**src/rtl/pacd_pkg.sv**
```systemverilog
`timescale 1ns / 1ps

package pacd_pkg;

  localparam int unsigned MAX_BLOCK = 4096;
  localparam int unsigned CNT_W     = $clog2(MAX_BLOCK);
  localparam int unsigned SPB_W     = 13;
  localparam int unsigned PHASE_W   = 32;
  localparam int unsigned SAMPLE_W  = 16;
  localparam int unsigned CFG_IDX_W = 2;

  localparam logic [PHASE_W-1:0] ACC_STEP_RST   = 32'h8000_0000;
  localparam logic [SPB_W-1:0]   SPB_RST        = 13'd4000;
  localparam logic [SPB_W-1:0]   MAX_BLOCK_SPB  = SPB_W'(MAX_BLOCK);
  localparam logic [CNT_W-1:0]   MAX_LEN_M1     = CNT_W'(MAX_BLOCK - 1);

  typedef enum logic [CFG_IDX_W-1:0] {
    REG_ACC_STEP          = 2'd0,
    REG_SAMPLES_PER_BLOCK = 2'd1,
    REG_DUAL_CHANNEL      = 2'd2
  } cfg_reg_t;

  typedef struct packed {
    logic signed [SAMPLE_W-1:0] in_real;
    logic signed [SAMPLE_W-1:0] in_imag;
  } in_item_t;

  typedef struct packed {
    logic signed [SAMPLE_W-1:0] out_real;
    logic signed [SAMPLE_W-1:0] out_imag;
    logic                       channel;
    logic [CNT_W-1:0]           out_index;
    logic                       block_end;
  } out_item_t;

  typedef struct packed {
    logic [PHASE_W-1:0] acc_step;
    logic [SPB_W-1:0]   samples_per_block;
    logic               dual_channel;
  } cfg_t;

  typedef struct packed {
    logic      keep;
    out_item_t item;
  } core_res_t;

endpackage

```
**src/rtl/pacd_cfg.sv**
```systemverilog
`timescale 1ns / 1ps

module pacd_cfg (
  input  logic                             clk,
  input  logic                             rst_n,
  input  logic                             wr_en,
  input  logic [pacd_pkg::CFG_IDX_W-1:0]   wr_index,
  input  logic [pacd_pkg::PHASE_W-1:0]     wr_data,
  output pacd_pkg::cfg_t                   cfg
);

  pacd_pkg::cfg_t cfg_r;
  pacd_pkg::cfg_t cfg_nxt;

  always_comb begin
    cfg_nxt = cfg_r;
    if (wr_en) begin
      if (wr_index == pacd_pkg::REG_ACC_STEP) begin
        cfg_nxt.acc_step = wr_data;
      end else if (wr_index == pacd_pkg::REG_SAMPLES_PER_BLOCK) begin
        cfg_nxt.samples_per_block = wr_data[pacd_pkg::SPB_W-1:0];
      end else if (wr_index == pacd_pkg::REG_DUAL_CHANNEL) begin
        cfg_nxt.dual_channel = wr_data[0];
      end
    end
  end

  always_ff @(posedge clk) begin
    if (!rst_n) begin
      cfg_r.acc_step          <= pacd_pkg::ACC_STEP_RST;
      cfg_r.samples_per_block <= pacd_pkg::SPB_RST;
      cfg_r.dual_channel      <= 1'b0;
    end else begin
      cfg_r <= cfg_nxt;
    end
  end

  assign cfg = cfg_r;

endmodule

```
**src/rtl/pacd_core.sv**
```systemverilog
`timescale 1ns / 1ps

module pacd_core (
  input  logic                 clk,
  input  logic                 rst_n,
  input  pacd_pkg::cfg_t       cfg,
  input  logic                 fire,
  input  pacd_pkg::in_item_t   item,
  output pacd_pkg::core_res_t  res
);

  logic [pacd_pkg::PHASE_W-1:0] phase_r, phase_nxt;
  logic [pacd_pkg::PHASE_W-1:0] prev_phase_r, prev_phase_nxt;
  logic [pacd_pkg::CNT_W-1:0]   block_count_r, block_count_nxt;
  logic [pacd_pkg::CNT_W-1:0]   out_count_r, out_count_nxt;
  logic                         expect_b_r, expect_b_nxt;
  logic                         keep_pair_r, keep_pair_nxt;

  logic [pacd_pkg::SPB_W-1:0]   spb_m1;
  logic [pacd_pkg::CNT_W-1:0]   len_m1;
  logic                         last;
  logic                         wrapped;
  logic                         keep;
  logic                         chan_b;
  logic                         adv;

  // Clamp the block length to 1..MAX_BLOCK, kept as length minus one.
  always_comb begin
    spb_m1 = cfg.samples_per_block - pacd_pkg::SPB_W'(1);
    if (cfg.samples_per_block == '0) begin
      len_m1 = '0;
    end else if (cfg.samples_per_block > pacd_pkg::MAX_BLOCK_SPB) begin
      len_m1 = pacd_pkg::MAX_LEN_M1;
    end else begin
      len_m1 = spb_m1[pacd_pkg::CNT_W-1:0];
    end
  end

  assign last    = (block_count_r >= len_m1);
  assign wrapped = (phase_r <= prev_phase_r);

  always_comb begin
    keep          = wrapped;
    chan_b        = 1'b0;
    adv           = 1'b1;
    expect_b_nxt  = expect_b_r;
    keep_pair_nxt = keep_pair_r;
    if (!cfg.dual_channel) begin
      expect_b_nxt = 1'b0;
    end else if (!expect_b_r) begin
      // A half: decide for the pair, hold the phase
      keep_pair_nxt = wrapped;
      expect_b_nxt  = 1'b1;
      adv           = 1'b0;
    end else begin
      keep          = keep_pair_r;
      chan_b        = 1'b1;
      expect_b_nxt  = 1'b0;
      keep_pair_nxt = 1'b0;
    end

    phase_nxt       = phase_r;
    prev_phase_nxt  = prev_phase_r;
    block_count_nxt = block_count_r;
    out_count_nxt   = out_count_r;
    if (adv) begin
      if (last) begin
        phase_nxt       = '0;
        prev_phase_nxt  = '0;
        block_count_nxt = '0;
        out_count_nxt   = '0;
      end else begin
        phase_nxt       = phase_r + cfg.acc_step;
        prev_phase_nxt  = phase_r;
        block_count_nxt = block_count_r + pacd_pkg::CNT_W'(1);
        out_count_nxt   = out_count_r + pacd_pkg::CNT_W'(keep);
      end
    end
  end

  always_ff @(posedge clk) begin
    if (!rst_n) begin
      phase_r       <= '0;
      prev_phase_r  <= '0;
      block_count_r <= '0;
      out_count_r   <= '0;
      expect_b_r    <= 1'b0;
      keep_pair_r   <= 1'b0;
    end else if (fire) begin
      phase_r       <= phase_nxt;
      prev_phase_r  <= prev_phase_nxt;
      block_count_r <= block_count_nxt;
      out_count_r   <= out_count_nxt;
      expect_b_r    <= expect_b_nxt;
      keep_pair_r   <= keep_pair_nxt;
    end
  end

  always_comb begin
    res.keep                = keep;
    res.item.out_real       = item.in_real;
    res.item.out_imag       = item.in_imag;
    res.item.channel        = chan_b;
    res.item.out_index      = out_count_r;
    res.item.block_end      = last;
  end

endmodule

```
**src/rtl/phase_accumulator_decimator_top.sv**
```systemverilog
`timescale 1ns / 1ps

// Phase-accumulator decimator for complex 16-bit samples, single channel or
// interleaved A/B pairs. One input item is taken every clock while the result
// side keeps up; each item yields zero or one result item, held first in the
// input register, then in the result register. The rate rests on the 32-bit
// phase add and wrap compare in pacd_core, both combinational. A sample is kept
// when the accumulator wraps; the first sample of every block is kept. In dual
// mode the A half makes the keep decision for the pair and the B half advances
// the phase, so both halves share one output index. Configuration (phase
// increment, samples_per_block, dual_channel) goes through cfg_*; the user must
// write it only while the block is idle (not enforced); cfg_ready is always high.
module phase_accumulator_decimator_top (
  input  logic                            clk,
  input  logic                            rst_n,
  // input samples
  input  logic                            in_valid,
  output logic                            in_stall,
  input  pacd_pkg::in_item_t              in_item,
  // kept samples
  output logic                            out_valid,
  input  logic                            out_stall,
  output pacd_pkg::out_item_t             out_item,
  // register writes
  input  logic                            cfg_valid,
  output logic                            cfg_ready,
  input  logic [pacd_pkg::CFG_IDX_W-1:0]  cfg_index,
  input  logic [pacd_pkg::PHASE_W-1:0]    cfg_data
);

  pacd_pkg::cfg_t      cfg;
  pacd_pkg::core_res_t res;

  // input register stage
  logic                s0_valid_r, s0_valid_nxt;
  pacd_pkg::in_item_t  s0_item_r;

  // result register stage
  logic                out_valid_r, out_valid_nxt;
  pacd_pkg::out_item_t out_item_r;

  logic out_free;
  logic s0_fire;
  logic in_accept;

  assign cfg_ready = 1'b1;

  pacd_cfg u_cfg (
    .clk      (clk),
    .rst_n    (rst_n),
    .wr_en    (cfg_valid && cfg_ready),
    .wr_index (cfg_index),
    .wr_data  (cfg_data),
    .cfg      (cfg)
  );

  // Result register is free when empty or being drained this cycle.
  assign out_free  = !out_valid_r || !out_stall;
  assign s0_fire   = s0_valid_r && out_free;
  assign in_stall  = s0_valid_r && !out_free;
  assign in_accept = in_valid && !in_stall;

  pacd_core u_core (
    .clk   (clk),
    .rst_n (rst_n),
    .cfg   (cfg),
    .fire  (s0_fire),
    .item  (s0_item_r),
    .res   (res)
  );

  always_comb begin
    s0_valid_nxt  = in_stall ? s0_valid_r : in_valid;
    out_valid_nxt = out_free ? (s0_fire && res.keep) : out_valid_r;
  end

  always_ff @(posedge clk) begin
    if (!rst_n) begin
      s0_valid_r  <= 1'b0;
      out_valid_r <= 1'b0;
    end else begin
      s0_valid_r  <= s0_valid_nxt;
      out_valid_r <= out_valid_nxt;
    end
  end

  // payload registers, no reset
  always_ff @(posedge clk) begin
    if (in_accept) begin
      s0_item_r <= in_item;
    end
    if (s0_fire && res.keep) begin
      out_item_r <= res.item;
    end
  end

  assign out_valid = out_valid_r;
  assign out_item  = out_item_r;

endmodule

```
**config.mk**
```make
export PLATFORM = sky130hd
export DESIGN_NAME = phase_accumulator_decimator_top
export DESIGN_NICKNAME = d
export VERILOG_FILES = /design/src/rtl/pacd_pkg.sv /design/src/rtl/pacd_cfg.sv /design/src/rtl/pacd_core.sv /design/src/rtl/phase_accumulator_decimator_top.sv
export SDC_FILE = /design/constraint.sdc
export NUM_CORES = 1
export LEC_CHECK = 0
export ABC_AREA = 1
export BUFFER_PORTS_ARGS = -buffer_cell sky130_fd_sc_hd__buf_2
export CAP_MARGIN = 20
export CELL_PAD_IN_SITES_DETAIL_PLACEMENT = 0
export CELL_PAD_IN_SITES_GLOBAL_PLACEMENT = 1
export CORE_UTILIZATION = 40
export CTS_CLUSTER_DIAMETER = 200
export CTS_CLUSTER_SIZE = 10
export DETAILED_ROUTE_END_ITERATION = 16
export HOLD_SLACK_MARGIN = 0.1
export PLACE_DENSITY = 0.78
export SYNTH_ARGS = -nofsm -noshare
export SYNTH_HDL_FRONTEND = slang
export SYNTH_SLANG_ARGS = --single-unit
```
**constraint.sdc**
```tcl
create_clock -name clk -period 3.9 [get_ports clk]
set_input_delay 0.585 -clock clk [delete_from_list [all_inputs] [get_ports clk]]
set_output_delay 0.585 -clock clk [all_outputs]
set_load 0.02 [all_outputs]
```
==> impl_metrics.toml <==
[run_status]
status = "completed"

[setup_path]
critical_path_class = "reg -> reg"
endpoint_kind = "flop"
critPathArrivalTime_ns = 3.76
startpoint_type = "flop"
crit_fanout = 31
worstPathRequired_ns = 4.30

[timing]
rsz0062_at_grt = "false"
holdWs_ns = 0.249
max_freq_mhz = 298
postLayoutSetupSlackWorst_ns = 0.539
timing.final.max_slew_violations = 0
finalSetupViolCount = 0
tns_ns = 0
relSlewSlack_pct = 35.9
period_minus_slack_ns = 3.36
min_period_over_period_pct = 86.2
tightest_slew_ns = 0.960
skew_ns = 0.0130
hold_violations = 0

[cells_and_area]
drive_above_1_share_pct = 15.4
final_common_cell = "nand2_1"
layout.nets = 1478
final_cell_area_mm2 = 0.0121
final_cell_mix = "nand2_1 (215), nor2_1 (150), dfxtp_1 (138)"
syn_to_final_growth_pct = 16.0
num-fill-cells = 2480

[hold_path]
holdCritPathClass = "in -> reg"

[logic_synthesis]
synth_seq_cells = 216
synthArstFlopShare_pct = 0
avgSynthCellArea_um2 = 8.71
synth_top_cell_by_area = "dfxtp_1"
synth_ff_type = "dfxtp_1"
yosysSeqAreaShare_pct = 48.8
synth_area_mm2 = 0.0105
synth.top_cell.area_share_pct = 26.4
synth_area_leaders = "dfxtp_1 (26%), edfxtp_1 (22%), ha_1 (9.4%)"
yosysWarnings = 0
synth_cells = 1202
synth-edff-count = 78
synthesis.nets = 1353
synth_cell_types = 54

[routing]
wl_met1_mm = 11.8
dr.first_iter.drc_count = 482
vias = 8153
final_antenna_net_count = 0
viasPerCell = 4.88
firstDrtPassIters = 5
wl_mm = 24.2
wl_met2_mm = 10.9
wl_per_cell_um = 14.5
drcViolationCount = 0
top_layer_used = "met4"
dr_wl_met3_mm = 1.28

[power]
clkPwrFrac_pct = 40.2
combPwrFrac_pct = 11.1
pwr-share-seq_pct = 48.7
switching_share_pct = 24.8
internal_power_mw = 3.90
leakagePower_nw = 5.14
power_switching_mw = 1.29
cellPowerDensity_mw_per_mm2 = 428
vdd_drop_max_v = 0.000371
power_mw = 5.19

[clock_network]
cts_tree = "done"
clock-root-buffer = "clkbuf_16"
path_clk_slew_ns = 0.06
post-cts-setup-buffers = 0
cts_buffer_depth = 3
cts_num_sinks = 216
worst_skew_pair.late_latency_ns = 0.52
numCtsBuffers = 25
htreeDepth = 1

[grt]
antenna_found_initial = 0
track_usage_pct = 18.2
grt_pass1_vias = 7652
grt_max_degree = 52
grt_pass1_wl_mm = 38.9
grt_overflow = 0

[floorplanning]
dieArea_mm2 = 0.0268
dieWidth_um = 164
core_region_area_mm2 = 0.0254
initial_utilization_pct = 41.2
rows = 58
num_io_pins = 120
chipHeight_um = 164

[placed_design]
portBuffers = 118
placed_area_mm2 = 0.0114
dp_hpwl_mm = 18.2
place_congestion = 0.826
pre_cts_slack_ns = 0.347

[job]
maxCapViolations = 0
-- flip-flops by register name, summed over array words and instances, names as in the netlist --
| name | flops |
|---|---|
| out_item | 46 |
| out_valid | 1 |
| s0_item_r | 32 |
| s0_valid_r | 1 |
| u_cfg.cfg | 46 |
| u_core.block_count_r | 12 |
| u_core.expect_b_r | 1 |
| u_core.keep_pair_r | 1 |
| u_core.out_count_r | 12 |
| u_core.phase_r | 32 |
| u_core.prev_phase_r | 32 |
-- power by group through the flow --
| stage | Combinational (mW) | Sequential (mW) | Clock (mW) |
|---|---|---|---|
| 2_1_floorplan | 0.316 | 2.63 | 0 |
| 3_3_place_gp | 0.577 | 2.57 | 0 |
| 3_5_place_dp | 0.581 | 2.58 | 0 |
| 4_1_cts | 0.584 | 2.53 | 2.14 |
| 5_1_grt | 0.649 | 2.54 | 2.22 |
| 6_report | 0.578 | 2.53 | 2.09 |
-- cell type report --
| type | instances | area [um^2] | area share (%) |
|---|---|---|---|
| Antenna cell | 1 | 2.50 | 0.0206 |
| Sequential cell | 216 | 5100 | 42.0 |
| Clock buffer | 36 | 667 | 5.49 |
| Clock inverter | 2 | 38.8 | 0.319 |
| Inverter | 138 | 519 | 4.28 |
| Timing Repair Buffer | 126 | 671 | 5.52 |
| Multi-Input combinational cell | 820 | 4730 | 38.9 |
| Tap cell | 330 | 413 | 3.40 |
-- path summary, 6_finish.rpt --
kind	start	to	depth (start not counted)	slack, ns
min reg2reg	s0_item_r[17]	out_item[31]	0	0.41
max reg2reg	u_cfg.cfg[1]	u_core.phase_r[30]	20	0.54
min	in_item[16]	s0_item_r[16]	1	0.25
max	u_cfg.cfg[1]	u_core.phase_r[30]	20	0.54
-- critical path: stages, from the launching register on --
cell	delay, ns
dfxtp_1	0.33
inv_1	0.09
ha_1	0.18
nand2_2	0.07
nor2_1	0.08
nand2_1	0.08
nor2_2	0.13
inv_2	0.06
nor2_4	0.11
nand4_2	0.11
nand2_2	0.15
inv_2	0.08
o31ai_1	0.26
ha_1	0.18
nand2_1	0.08
nor2_2	0.21
nand3_1	0.17
nand4_4	0.15
clkinv_2	0.39
nand3_1	0.24
nand2_1	0.06
-- cell usage after synthesis (7+ instances only) --
master,number
a21oi_1,68
buf_2,11
clkbuf_1,15
dfxtp_1,138
edfxtp_1,78
ha_1,79
inv_1,125
inv_2,13
nand2_1,216
nand3_1,41
nand4_1,9
nor2_1,150
nor3_1,16
o21a_1,7
o21ai_0,69
o21ai_1,24
o22ai_1,36
xnor2_1,16
xor2_1,19
-- routing by layer --
metal  vias to the layer above  GRT usage, %
met5                         -             0
met4                         0          3.54
met3                        18          2.30
met2                       166          30.3
met1                      3685          25.3
li1                       4284             -
-- cell families after synthesis --
logic type      count (synthesis)  synth area share [%]
xor+xnor                       35                  2.93
compound gates                232                  12.7
fa+ha+maj                      80                  9.63
other cells                     1                0.0358
buf+inv                       166                  6.15
flops                         216                  48.8
simple gates                  472                  19.8
-- what timing repair did --
action	CTS	global route
gates resized for setup	0	2
endpoints found under the setup margin	0	17
hold buffers	0	0
-- metrics by stage --
stage               util [%]  cells
floorplan                  -   1202
global placement        45.0   1629
detailed placement      45.0   1629
CTS                     47.7   1667
global route            47.8   1668
finish                  47.8   1669
Power figures use the tool's default switching activity.
